===== src/sv/assert_macros.svh =====
// Assertion macros shared by the RTL; they compile away when SYNTHESIS is defined.
`ifndef ASSERT_MACROS_SVH
`define ASSERT_MACROS_SVH
`ifndef SYNTHESIS
// The condition must hold at every clock edge outside reset.
`define AST_ALWAYS(lbl, clk, rstn, cond) \
    lbl: assert property (@(posedge clk) disable iff (!rstn) (cond)) \
        else $error("assertion failed");
// The antecedent in one cycle implies the consequent in the next.
`define AST_NEXT(lbl, clk, rstn, ante, cons) \
    lbl: assert property (@(posedge clk) disable iff (!rstn) (ante) |=> (cons)) \
        else $error("assertion failed");
`else
`define AST_ALWAYS(lbl, clk, rstn, cond)
`define AST_NEXT(lbl, clk, rstn, ante, cons)
`endif
`endif


===== src/sv/rip_pkg.sv =====
// Types, codes and the character classifier of the radix integer parser.
`default_nettype none
package rip_pkg;

    typedef struct packed {
        logic [7:0] char_code;
        logic       end_of_text;
    } t_in_word;

    typedef struct packed {
        logic [63:0] value;
        logic [1:0]  status;
        logic [15:0] consumed_count;
        logic [7:0]  stop_char;
        logic        stop_char_valid;
    } t_out_word;

    // Result status codes
    localparam logic [1:0] ST_OK        = 2'd0;
    localparam logic [1:0] ST_NO_DIGITS = 2'd1;
    localparam logic [1:0] ST_RANGE     = 2'd2;

    // Configuration register indexes
    localparam logic [1:0] CFG_RADIX  = 2'd0;
    localparam logic [1:0] CFG_SIGNED = 2'd1;
    localparam logic [1:0] CFG_WIDTH  = 2'd2;

    // Width codes
    localparam logic [1:0] WC_8  = 2'd0;
    localparam logic [1:0] WC_16 = 2'd1;
    localparam logic [1:0] WC_32 = 2'd2;
    localparam logic [1:0] WC_64 = 2'd3;

    localparam logic [5:0] RADIX_DEFAULT = 6'd10;
    localparam logic [5:0] RADIX_MAX     = 6'd36;
    localparam logic [6:0] DIGIT_NONE    = 7'd64;
    localparam logic [7:0] CH_MINUS      = 8'h2D;
    localparam logic [7:0] CH_PLUS       = 8'h2B;

    // Worth of a character as a digit, DIGIT_NONE for anything else
    function automatic logic [6:0] digit_worth(input logic [7:0] c);
        logic [6:0] w;
        w = DIGIT_NONE;
        if (c >= 8'h30 && c <= 8'h39) begin
            w = 7'(c - 8'h30);
        end else if (c >= 8'h41 && c <= 8'h5A) begin
            w = 7'(c - 8'h41 + 8'd10);
        end else if (c >= 8'h61 && c <= 8'h7A) begin
            w = 7'(c - 8'h61 + 8'd10);
        end
        return w;
    endfunction

endpackage
`default_nettype wire


===== src/sv/radix_integer_parser_core.sv =====
// Radix integer parser: streams characters in, one parsed token word out per token.
//
//  Channel   Direction  Handshake                  Word
//  input     in         i_in_valid / o_in_ready    i_in_word  (char_code, end_of_text)
//  output    out        o_out_valid / i_out_ready  o_out_word (value, status, count, stop)
//  config    in         i_cfg_we                   i_cfg_idx, i_cfg_data
//
//  One character is taken every cycle unless a token end waits on a stall; the
//  loop that sets this is the 64-bit accumulator times the 6-bit radix plus digit.
//  The ending character goes from the input register to the finish and output registers.
//  Reset is synchronous, active low; no clearing pass, ready right after reset.
//  A stall on the output backs up through the three registers only as far as
//  needed; characters that do not end a token keep flowing into the parser state.
`default_nettype none
`include "assert_macros.svh"
module radix_integer_parser_core
    import rip_pkg::*;
(
    input  wire logic      i_clk,
    input  wire logic      i_rst_n,
    input  wire logic      i_cfg_we,
    input  wire logic [1:0] i_cfg_idx,
    input  wire logic [5:0] i_cfg_data,
    input  wire logic      i_in_valid,
    output logic           o_in_ready,
    input  wire t_in_word  i_in_word,
    output logic           o_out_valid,
    input  wire logic      i_out_ready,
    output t_out_word      o_out_word
);

    // Token record handed from the parse stage to the finish stage
    typedef struct packed {
        logic [63:0] acc;
        logic        neg;
        logic        seen;
        logic [15:0] cnt;
        logic [7:0]  stop;
        logic        stop_v;
    } t_tok;

    // Configuration
    logic [5:0] r_radix;
    logic       r_signed;
    logic [1:0] r_width;

    // Stage 1: input register
    logic     r_in_vld;
    t_in_word r_in;

    // Parser state
    logic [63:0] r_acc;
    logic        r_neg;
    logic        r_seen;
    logic        r_start;
    logic [15:0] r_cnt;

    // Stage 2: finished token, stage 3: result word
    logic      r_fin_vld;
    t_tok      r_fin;
    logic      r_out_vld;
    t_out_word r_out;

    // Handshake chain
    logic out_take;
    logic fin_ready;
    logic proc_go;

    // Parse stage
    logic [5:0]  base;
    logic [6:0]  worth;
    logic        is_sign;
    logic        is_digit;
    logic        ends;
    logic [63:0] n_acc;
    logic [15:0] n_cnt;
    logic        n_neg;
    t_tok        n_fin;

    // Finish stage
    logic [63:0] val;
    logic        out_of_range;
    t_out_word   n_out;

    assign out_take   = !r_out_vld || i_out_ready;
    assign fin_ready  = !r_fin_vld || out_take;
    assign proc_go    = r_in_vld && (!ends || fin_ready);
    assign o_in_ready = !r_in_vld || proc_go;

    always_comb begin
        base     = (r_radix == 6'd0) ? RADIX_DEFAULT : r_radix;
        worth    = digit_worth(r_in.char_code);
        is_sign  = r_start && r_signed &&
                   (r_in.char_code == CH_MINUS || r_in.char_code == CH_PLUS);
        is_digit = (r_radix <= RADIX_MAX) && (worth < {1'b0, base});
        ends     = !(is_sign || is_digit) || r_in.end_of_text;
        // wraps mod 2^64
        n_acc    = r_acc * {58'd0, base} + {57'd0, worth};
        n_cnt    = (r_cnt == 16'hFFFF) ? r_cnt : r_cnt + 16'd1;
        n_neg    = is_sign ? (r_in.char_code == CH_MINUS) : r_neg;

        if (is_sign || is_digit) begin
            // token ends only by end of text: no stop character
            n_fin.acc    = is_digit ? n_acc : r_acc;
            n_fin.neg    = n_neg;
            n_fin.seen   = r_seen || is_digit;
            n_fin.cnt    = n_cnt;
            n_fin.stop   = 8'd0;
            n_fin.stop_v = 1'b0;
        end else begin
            // a non-digit ends the token and is reported, not counted
            n_fin.acc    = r_acc;
            n_fin.neg    = r_neg;
            n_fin.seen   = r_seen;
            n_fin.cnt    = r_cnt;
            n_fin.stop   = r_in.char_code;
            n_fin.stop_v = 1'b1;
        end
    end

    // Range check: unsigned wants the bits above the width clear, signed wants
    // the bits from the sign position up all equal; a 64-bit width always passes.
    always_comb begin
        val = r_fin.neg ? (64'd0 - r_fin.acc) : r_fin.acc;
        case (r_width)
            WC_8: begin
                out_of_range = r_signed ? !((&val[63:7]) || !(|val[63:7]))
                                        : (|val[63:8]);
            end
            WC_16: begin
                out_of_range = r_signed ? !((&val[63:15]) || !(|val[63:15]))
                                        : (|val[63:16]);
            end
            WC_32: begin
                out_of_range = r_signed ? !((&val[63:31]) || !(|val[63:31]))
                                        : (|val[63:32]);
            end
            default: begin
                out_of_range = 1'b0;
            end
        endcase

        n_out.consumed_count  = r_fin.cnt;
        n_out.stop_char       = r_fin.stop;
        n_out.stop_char_valid = r_fin.stop_v;
        if (!r_fin.seen) begin
            n_out.value  = 64'd0;
            n_out.status = ST_NO_DIGITS;
        end else begin
            n_out.value  = val;
            n_out.status = out_of_range ? ST_RANGE : ST_OK;
        end
    end

    always_ff @(posedge i_clk) begin
        if (!i_rst_n) begin
            r_radix   <= 6'd0;
            r_signed  <= 1'b0;
            r_width   <= WC_64;
            r_in_vld  <= 1'b0;
            r_acc     <= 64'd0;
            r_neg     <= 1'b0;
            r_seen    <= 1'b0;
            r_start   <= 1'b1;
            r_cnt     <= 16'd0;
            r_fin_vld <= 1'b0;
            r_out_vld <= 1'b0;
        end else begin
            if (i_cfg_we) begin
                case (i_cfg_idx)
                    CFG_RADIX:  r_radix  <= i_cfg_data;
                    CFG_SIGNED: r_signed <= i_cfg_data[0];
                    CFG_WIDTH:  r_width  <= i_cfg_data[1:0];
                    default: ;
                endcase
            end

            if (o_in_ready) begin
                r_in_vld <= i_in_valid;
            end

            if (proc_go) begin
                if (ends) begin
                    r_acc   <= 64'd0;
                    r_neg   <= 1'b0;
                    r_seen  <= 1'b0;
                    r_start <= 1'b1;
                    r_cnt   <= 16'd0;
                end else begin
                    r_acc   <= is_digit ? n_acc : r_acc;
                    r_neg   <= n_neg;
                    r_seen  <= r_seen || is_digit;
                    r_start <= 1'b0;
                    r_cnt   <= n_cnt;
                end
            end

            if (fin_ready) begin
                r_fin_vld <= proc_go && ends;
            end

            if (out_take) begin
                r_out_vld <= r_fin_vld;
            end
        end
    end

    // Payload registers
    always_ff @(posedge i_clk) begin
        if (o_in_ready) begin
            r_in <= i_in_word;
        end
        if (fin_ready) begin
            r_fin <= n_fin;
        end
        if (out_take) begin
            r_out <= n_out;
        end
    end

    assign o_out_valid = r_out_vld;
    assign o_out_word  = r_out;

    // A character that keeps the token open always leaves a nonzero count.
    `AST_NEXT(a_count_grows, i_clk, i_rst_n, proc_go && !ends, r_cnt != 16'd0 && !r_start)
    // Once a token is closed the parser is back at a clean token start.
    `AST_NEXT(a_token_clear, i_clk, i_rst_n, proc_go && ends,
              r_start && r_acc == 64'd0 && r_cnt == 16'd0 && !r_seen)
    // A finished token behind a stalled result is held, not dropped.
    `AST_NEXT(a_fin_held, i_clk, i_rst_n, r_fin_vld && r_out_vld && !i_out_ready, r_fin_vld)

endmodule
`default_nettype wire

===== config.mk =====
export PLATFORM = sky130hd
export DESIGN_NAME = radix_integer_parser_core
export DESIGN_NICKNAME = d
export VERILOG_FILES = /design/src/sv/rip_pkg.sv /design/src/sv/radix_integer_parser_core.sv
export VERILOG_INCLUDE_DIRS = /design/src /design/src/sv
export SDC_FILE = /design/constraint.sdc
export NUM_CORES = 1
export LEC_CHECK = 0
export BUFFER_PORTS_ARGS = -buffer_cell sky130_fd_sc_hd__buf_2
export CELL_PAD_IN_SITES_DETAIL_PLACEMENT = 1
export CELL_PAD_IN_SITES_GLOBAL_PLACEMENT = 1
export CORE_MARGIN = 3
export CORE_UTILIZATION = 40
export CTS_CLUSTER_SIZE = 30
export DETAILED_ROUTE_END_ITERATION = 6
export PLACE_DENSITY = 0.74
export SYNTH_ARGS = -nofsm -noshare
export SYNTH_HDL_FRONTEND = slang
export SYNTH_SLANG_ARGS = --single-unit

===== constraint.sdc =====
create_clock -name i_clk -period 9.8 [get_ports i_clk]
set_clock_uncertainty 0.05 [all_clocks]
set_input_delay 2.45 -clock i_clk [delete_from_list [all_inputs] [get_ports i_clk]]
set_output_delay 2.45 -clock i_clk [all_outputs]
set_load 0.05 [all_outputs]

After elaboration in Yosys (flattened, before gate mapping):

Index checks and enable logic that the tools add are counted.

* magnitude comparators: 8
* muxes and demuxes: 19
* $add $sub $neg: 8
* reductions and logical operators: 45
* equal/unequal tests: 7
* $mul: 1

Operators with widths (number)
* 64-bit 2-to-1 mux: 3
* 91-bit 2-to-1 mux: 1
* 64-bit by 7-bit adder with 64-bit output: 1
* 64-bit by 6-bit multiplier with 64-bit output: 1
* 1-bit by 64-bit subtractor with 64-bit output (first input constant): 1
* 57-bit AND reduction: 1
* 57-bit OR reduction: 1
* 56-bit OR reduction: 1
* 49-bit AND reduction: 1
* 49-bit OR reduction: 1
* 48-bit OR reduction: 1
* 33-bit AND reduction: 1
* 33-bit OR reduction: 1
* 16-bit 2-to-1 mux: 2
* 32-bit OR reduction: 1
* 7-bit 2-to-1 mux: 3
* 16-bit by 1-bit adder with 16-bit output (second input constant): 1
* 16-bit equality test (second input constant): 1
* 8-bit by 6-bit equality test with 1-bit output (second input constant): 2
* 8-bit by 7-bit >= comparator with 1-bit output (second input constant): 2
* 8-bit by 7-bit less-or-equal comparator with 1-bit output (second input constant): 2
* 7-bit by 4-bit adder with 7-bit output (second input constant): 2
* 7-bit subtractor (second input constant): 2
* 1-bit zero test: 11
* 16 further kinds: 44

* output and inout port bits: 93
* register bits: 286
* input bits: 22
* logic and storage cells: 112

Logic depth before layout (Yosys ltp):

Gate-level depths: netlist of the first run.

* depth after elaboration: 14
* depth in mapped cells: 27
* gate-level depth less buffers: 24

Worst setup path before layout of the first run:

No wires, ideal clock.

* path type: in2out
* start point: in i_out_ready
* end point: out o_in_ready
* data arrival time: 5.297 ns
* required time: 7.300 ns
* path buffers: 0
* stages on the path: 3
* setup slack: 2.003 ns
* cell sequence: nor2b_1 -> nand2_1 -> or2_2

* word-level cells in the longest chain between the ends: 5

RTL lines
* start, declared: RTL line radix_integer_parser_core.sv:28 `input wire logic i_out_ready,`
* 1-bit logical OR: RTL line radix_integer_parser_core.sv:85 `assign out_take = !r_out_vld || i_out_ready;`
* 1-bit logical OR: RTL line radix_integer_parser_core.sv:86 `assign fin_ready = !r_fin_vld || out_take;`
* net fin_ready: RTL line radix_integer_parser_core.sv:66 `logic fin_ready;`
* 1-bit logical OR: RTL line radix_integer_parser_core.sv:87 `assign proc_go = r_in_vld && (!ends || fin_ready);`
* 1-bit logical AND: RTL line radix_integer_parser_core.sv:87
* 1-bit logical OR: RTL line radix_integer_parser_core.sv:88 `assign o_in_ready = !r_in_vld || proc_go;`
* end, declared: RTL line radix_integer_parser_core.sv:25 `output logic o_in_ready,`

The timed path passes the listed nets, and every way through them passes these cells.

Worst setup path in the final report of the first run:

* start point: reg r_in[1] (netlist name)
* end point: out o_in_ready

* word-level cells in the longest chain between the ends: 14
* elaborated cells between the ends (all ways): 30
* classes of those cells: add/sub: 5; order compare: 7; eq/ne: 2; mux: 3; reduce/logical: 13

RTL lines
* start, declared: RTL line radix_integer_parser_core.sv:49 `t_in_word r_in;`
* start signal, assigned: RTL line radix_integer_parser_core.sv:211 `r_in <= i_in_word;`
* 7-bit subtractor, or another cell as far along: RTL line rip_pkg.sv:49 `w = 7'(c - 8'h61 + 8'd10);`
* 7-bit by 4-bit adder with 7-bit output or 1-bit logical AND (tied branches): RTL line rip_pkg.sv:49, rip_pkg.sv:48
* 7-bit 2-to-1 mux: RTL line rip_pkg.sv:48 `end else if (c >= 8'h61 && c <= 8'h7A) begin`
* 7-bit 2-to-1 mux: RTL line rip_pkg.sv:46 `end else if (c >= 8'h41 && c <= 8'h5A) begin`
* 7-bit 2-to-1 mux: RTL line rip_pkg.sv:44 `if (c >= 8'h30 && c <= 8'h39) begin`
* 7-bit by 6-bit < comparator with 1-bit output: RTL line radix_integer_parser_core.sv:95 `is_digit = (r_radix <= RADIX_MAX) && (worth < {1'b0, base});`
* 1-bit logical AND: RTL line radix_integer_parser_core.sv:95
* 1-bit logical OR *: RTL line radix_integer_parser_core.sv:96 `ends = !(is_sign || is_digit) || r_in.end_of_text;`
* 1-bit zero test *: RTL line radix_integer_parser_core.sv:96
* 1-bit logical OR *: RTL line radix_integer_parser_core.sv:96
* 1-bit zero test *: RTL line radix_integer_parser_core.sv:87
* 1-bit logical OR *: RTL line radix_integer_parser_core.sv:87
* 1-bit logical AND *: RTL line radix_integer_parser_core.sv:87
* 1-bit logical OR *: RTL line radix_integer_parser_core.sv:88

Every way passes the cells marked *; elsewhere a longest branch is shown, timed or not.

==> flow_summary.toml, run 1 <==
[sta]
fin_tns_setup_ps = 0
setup_violations = 0
tightest_slew_ps = 1106
hold_viol = 0
fin_ws_ps = 1435
period_needed_ps = 8365
max_freq_mhz = 119.5
finalCritPeriodShare_pct = 85.36
relSlewSlack_pct = 26.09
rsz0062_at_grt = "false"
slew_viol_final = 0

[synthesis]
muxShareOfSynthArea_pct = 0.8313
yosysTopAreaCell = "edfxtp_1"
synthCells = 2686
synth_common_cells = "353 x and2_1, 241 x fa_1, 237 x nand2_1, 191 x edfxtp_1, 153 x nor2_1"
synth_area_per_cell_um2 = 9.638
synthAdderAreaFrac_pct = 25.45
synth-edff-count = 191
ys_ff_latch = 286
ys_async_sr_fraction_pct = 0
synth_top_family_by_area = "adder cells"
synth.net_count = 3090
synth_area_um2 = 25890
yosys.cell_count.top_type = "and2_1"
synth-xor-area-share_pct = 4.940
synth_compound_area_share_pct = 13.04
synth_top_area_share_pct = 22.16
synthFlopType = "edfxtp_1"
ys_seq_area_share_pct = 29.50
ys_types = 81
yosysWarnings = 0
synthSimpleGateAreaFrac_pct = 22.60
ys_top_cells_by_area = "edfxtp_1 22%, fa_1 19%, and2_1 8.5%"

[pwr]
vdd.ir_drop.worst_mv = 0.1607
p_leak_nw = 12.95
powerDensity_nw_per_um2 = 100.9
switchingPower_w = 0.0007908
p_int_w = 0.002049
p_clk_share_pct = 40.3
combPwrFrac_pct = 13.0
power_frac_seq_pct = 46.6
netSwitchingFraction_pct = 27.85

[detailed_routing]
wl_per_cell_um = 21.67
via_per_inst = 5.721
drtIter0Drc = 1314
vias = 20470
drc = 0
totalWireLength_um = 77520
dr.pass1.iters = 7
detail-route-antenna-nets = 0

[floorplanning]
io_pins = 115
die_h_um = 260.4
num_rows = 92
die_w_um = 260.4
core_region_area_um2 = 63540
start_util_pct = 40.74
die_area_um2 = 67810

[clock_tree]
tritoncts = "built"
postCtsSetupBuffers = 0
holdBufCountCts = 0
cts_max_path_buffers = 3
cts_root_buf = "clkbuf_16"
clock_sink_count = 286
cts-htree-levels = 1
numCtsBuffers = 29
clkTransAtPathRegs_ps = 60
postCtsResizedCells = 0
clk_latency_ps = 580

[placement]
dp_hpwl_um = 59590
pre_cts_slack_ps = 1949
place.gp.congestion = 0.9154
io_buffers = 114

[global_routing]
grt.total_usage_pct = 22.84
grt_pass1_wl_um = 124100
antenna_found_initial = 1
grt_max_degree = 99
grt_remaining_overflow = 0
first_global_vias = 22020

[layout]
area_growth_pct = 8.700
drive_gt1_share_pct = 8.349
nets = 3112
diodes = 0
utilization_pct = 44.29
fill_cells = 7221

[worst_setup_path]
cp_max_fo = 13
end_kind = "primary output"
arrival_ps = 5870
cp-start-kind = "register"
path_cells = "inv_1, ha_1, nor4b_1, or3b_2, a21oi_1, nor2_1, nor2_1, o21ai_0, o21ai_0, ha_1, nand2_1, nand2_1, o41ai_1, a31oi_1, a21oi_1, nand2_2, nand2_1, inv_1, o21ai_0, or2_2, buf_2"
required_ps = 7300
slowest_stage = "edfxtp_1"
cpPeakStageDelay_ps = 510
path_class = "reg -> out"

[hold_path]
hp-class = "reg -> reg"

[run]
cap_violations = 0

[run_status]
run_status = "complete, no violations"
==> critical path, delay by kind of cell (launching register included) <==
kind | cells | cell delay [ps]
AND/OR/NAND/NOR | 9 | 1790
AO/OA/AOI/OAI | 7 | 1620
buffers and inverters | 3 | 820
adder cells (fa/ha/maj) | 2 | 560
flip-flops | 1 | 510
==> sequential cells by signal, summed over array words and instances, names as in the netlist, 2 cells and up <==
register,flops
r_width,2
r_cnt,16
r_radix,6
r_in,9
r_fin,66
o_out_word,91
r_acc,64
n_out,25
==> power by group through the flow <==
| stage | clock, W | sequential (W) | combinational [W] |
|---|---|---|---|
| floorplan | 0 | 0.00139 | 0.000204 |
| global placement | 0 | 0.00135 | 0.000359 |
| detailed placement | 0 | 0.00135 | 0.000369 |
| CTS | 0.00117 | 0.00132 | 0.000370 |
| global route | 0.00121 | 0.00133 | 0.000398 |
| finish | 0.00115 | 0.00132 | 0.000370 |
==> layout make-up <==
cell class / count / area, um2 / share of cell area [%]
multi-input combinational: 2152 / 17350 / 61.65
sequential: 286 / 7637 / 27.14
tap: 846 / 1059 / 3.762
clock buffer: 35 / 788.3 / 2.801
timing repair buffer: 133 / 713.2 / 2.534
inverter: 106 / 399.1 / 1.418
clock inverter: 19 / 196.4 / 0.6981
==> final timing paths <==
| kind | slack (ps) | from | to | cells past startpoint |
|---|---|---|---|---|
| max | 1430 | r_in[1] | o_in_ready | 21 |
| min | 370 | n_out[12] | o_out_word[12] | 0 |
| max reg2reg | 1880 | r_radix[2] | r_fin[88] | 24 |
| min reg2reg | 370 | n_out[12] | o_out_word[12] | 0 |
==> per-layer routing <==
layer	part of all wire [%]	global-route usage, %	wire, um	vias to the layer above
met2	47	37.80	36700	528
met5	0.025	0	19	-
met4	3.1	7.107	2373	2
li1	-	-	-	9393
met3	4.7	2.669	3649	138
met1	45	31.40	34770	10400
==> metrics by stage <==
stage / power (W) / hold WS, ps / area, um2 / instances
floorplan: 0.001598 / 350.3 / 25890 / 2686
global placement: 0.001708 / 354.2 / 27150 / 3523
detailed placement: 0.001720 / 358.8 / 27150 / 3523
CTS: 0.002866 / 373.8 / 28140 / 3577
global route: 0.002937 / 386.4 / 28140 / 3577
finish: 0.002840 / 373.4 / 28140 / 3577
==> cells by family after synthesis <==
group	after synthesis
fa+ha+maj	382
mux	20
xor+xnor	146
compound gates	524
flops	286
buf+inv	248
simple gates	1080
==> layout by cell type, fill, tap and decap left out, drive strengths merged, types with 10 or more instances in the layout <==
master  count
nand2     237
a22oi      41
inv       106
nor2      154
xor2       71
a21o       52
o41ai      10
ha        141
a21oi     113
dfxtp      95
nand3      43
o31ai      22
buf       133
edfxtp    191
clkinv     10
o21ai     144
or3        19
nor3       38
a31oi      27
a22o       13
fa        241
and2      353
or4        20
nor2b      70
clkbuf     35
nand2b     17
nand4      26
and3       25
mux2       12
nor4       38
a21boi     12
xnor2      75
o21bai     18
Note: power is estimated with default switching activity, not from simulation.
==> inputs of run 2 (changes only) <==
==> constraint.sdc (replaced) <==
create_clock -name i_clk -period 9.8 [get_ports i_clk]
set_clock_uncertainty 0.05 [all_clocks]
set_input_delay 1.47 -clock i_clk [delete_from_list [all_inputs] [get_ports i_clk]]
set_output_delay 1.47 -clock i_clk [all_outputs]
set_load 0.05 [all_outputs]
==> run 2 against run 1 <==
Net effect:
- register-to-register slack got worse by 190 ps
- sequential power barely moved
- hold slack got worse by 2.5 ps
- die area did not move
- sequential share of layout area barely moved
- maximum frequency rose by 3.2%
- flip-flop and latch count did not move
- clock-buffer cell count rose by 1
- critical path depth rose by 1
- via count rose by 1.2%
- non-clock buffer count rose by 1
==> flow_summary.toml, run 2 (same netlist as run 1, synthesis figures left out) <==
[pwr]
p_leak_nw = 12.96
vdd.ir_drop.worst_mv = 0.1216
power_frac_seq_pct = 47.1
netSwitchingFraction_pct = 28.90
p_clk_share_pct = 39.7
powerDensity_nw_per_um2 = 100.0
switchingPower_w = 0.0008124
p_int_w = 0.001999
combPwrFrac_pct = 13.3

[placement]
dp_cells = 3524
dp_hpwl_um = 59980
place.gp.congestion = 0.9055
io_buffers = 114
pre_cts_slack_ps = 1930

[clock_tree]
cts-htree-levels = 1
clkTransAtPathRegs_ps = 70
postCtsResizedCells = 0
holdBufCountCts = 0
numCtsBuffers = 29
clk_latency_ps = 590
postCtsSetupBuffers = 0
clock_sink_count = 286
tritoncts = "built"
cts_max_path_buffers = 3
cts_root_buf = "clkbuf_16"

[global_routing]
grt_max_degree = 99
antenna_found_initial = 1
first_global_vias = 22120
grt.total_usage_pct = 23.19
grt_pass1_wl_um = 126100
grt_remaining_overflow = 0

[detailed_routing]
wl_per_cell_um = 22.10
vias = 20710
totalWireLength_um = 79110
dr.pass1.iters = 5
drtIter0Drc = 1580
via_per_inst = 5.784
drc = 0
detail-route-antenna-nets = 0

[layout]
fin_cells = 3580
nets = 3113
fill_cells = 7186
area_growth_pct = 8.598
largest_reg_flops = 91
layout_commonest_cell = "and2_1"
layout_common_cells = "353 x and2_1, 241 x fa_1, 235 x nand2_1"
drive_gt1_share_pct = 8.492

[sta]
max_freq_mhz = 123.4
setup_violations = 0
tightest_slew_ps = 1157
rsz0062_at_grt = "false"
period_needed_ps = 8107
fin_ws_ps = 1693
hold_viol = 0
relSlewSlack_pct = 22.13
slew_viol_final = 0
fin_tns_setup_ps = 0
finalCritPeriodShare_pct = 82.72

[hold_path]
hp-start = "n_out[14]"
worstHoldPathCells = 0
min_to = "o_out_word[14]"
hp-class = "reg -> reg"

[worst_setup_path]
rrSetupSlack_ps = 1690
required_ps = 10080
r2r_cells = 22
end_kind = "register"
path_class = "reg -> reg"
r2r_end = "r_fin[88]"
cp-start-kind = "register"
arrival_ps = 8390
r2r_start = "r_radix[5]"
cp_max_fo = 44

[floorplanning]
die_h_um = 260.4
start_util_pct = 40.74
io_pins = 115
num_rows = 92
core_region_area_um2 = 63540
die_area_um2 = 67810
die_w_um = 260.4

[run_status]
run_status = "complete, no violations"

[run]
cap_violations = 0
-- run 2: metrics by stage --
step / utilization [%] / hold WS (ps) / area [um2] / total power [W]
final: 44.24 / 370.9 / 28110 / 0.002811
after global placement: 42.75 / 352.5 / 27160 / 0.001708
after global routing: 44.24 / 378.3 / 28110 / 0.002903
after floorplan: - / 350.3 / 25890 / 0.001598
after detailed placement: 42.75 / 355.7 / 27160 / 0.001718
after CTS: 44.24 / 372.4 / 28110 / 0.002828
-- run 2: worst max-delay path by stage --
stage / startpoint / to / cells past startpoint
6_report: r_radix[5] / r_fin[88] / 22
4_1_cts: r_radix[5] / r_fin[88] / 22
3_3_place_gp: r_radix[5] / r_fin[88] / 22
2_1_floorplan: r_radix[2] / r_fin[83] / 26
3_5_place_dp: r_radix[5] / r_fin[88] / 22
5_1_grt: r_radix[5] / r_fin[88] / 22
-- run 2: power by group through the flow --
stage	Clock, W	Sequential, W	Combinational, W
3_3_place_gp	0	0.00135	0.000359
3_5_place_dp	0	0.00135	0.000369
5_1_grt	0.00118	0.00133	0.000401
4_1_cts	0.00113	0.00132	0.000370
6_report	0.00112	0.00132	0.000373
2_1_floorplan	0	0.00139	0.000204
-- run 2: layout make-up --
cell class                      count  area, um2  share of cell area [%]
Multi-Input combinational cell   2152      17350                   61.70
Clock inverter                     18      163.9                  0.5830
Timing Repair Buffer              134      720.7                   2.564
Antenna cell                        2      5.005                 0.01780
Clock buffer                       36      782.0                   2.782
Sequential cell                   286       7637                   27.17
Inverter                          106      399.1                   1.420
Tap cell                          846       1059                   3.765
-- run 2: per-layer routing --
metal  vias up  global-route usage [%]  routed length (um)
li1       9390                       -                   -
met1     10660                   32.36               35640
met2       553                   39.75               38360
met3       105                   1.514                3634
met4         0                   5.033                1473
met5         -                       0                   0
-- run 2: critical path: stages, from the launching register on --
cell       delay, ps
dfxtp_1          320
or4_1            560
nor2_1           100
or2_2            700
buf_4            450
and2_1           210
fa_1             430
fa_1             470
fa_1             560
inv_1             60
fa_1             540
inv_1             50
ha_1             290
inv_1             80
a21oi_1          210
nor2_1           110
o21ai_0          690
a21oi_1          440
o2111ai_1        600
nand2_1          170
o31ai_1          290
xor2_1           140
mux2_2           290
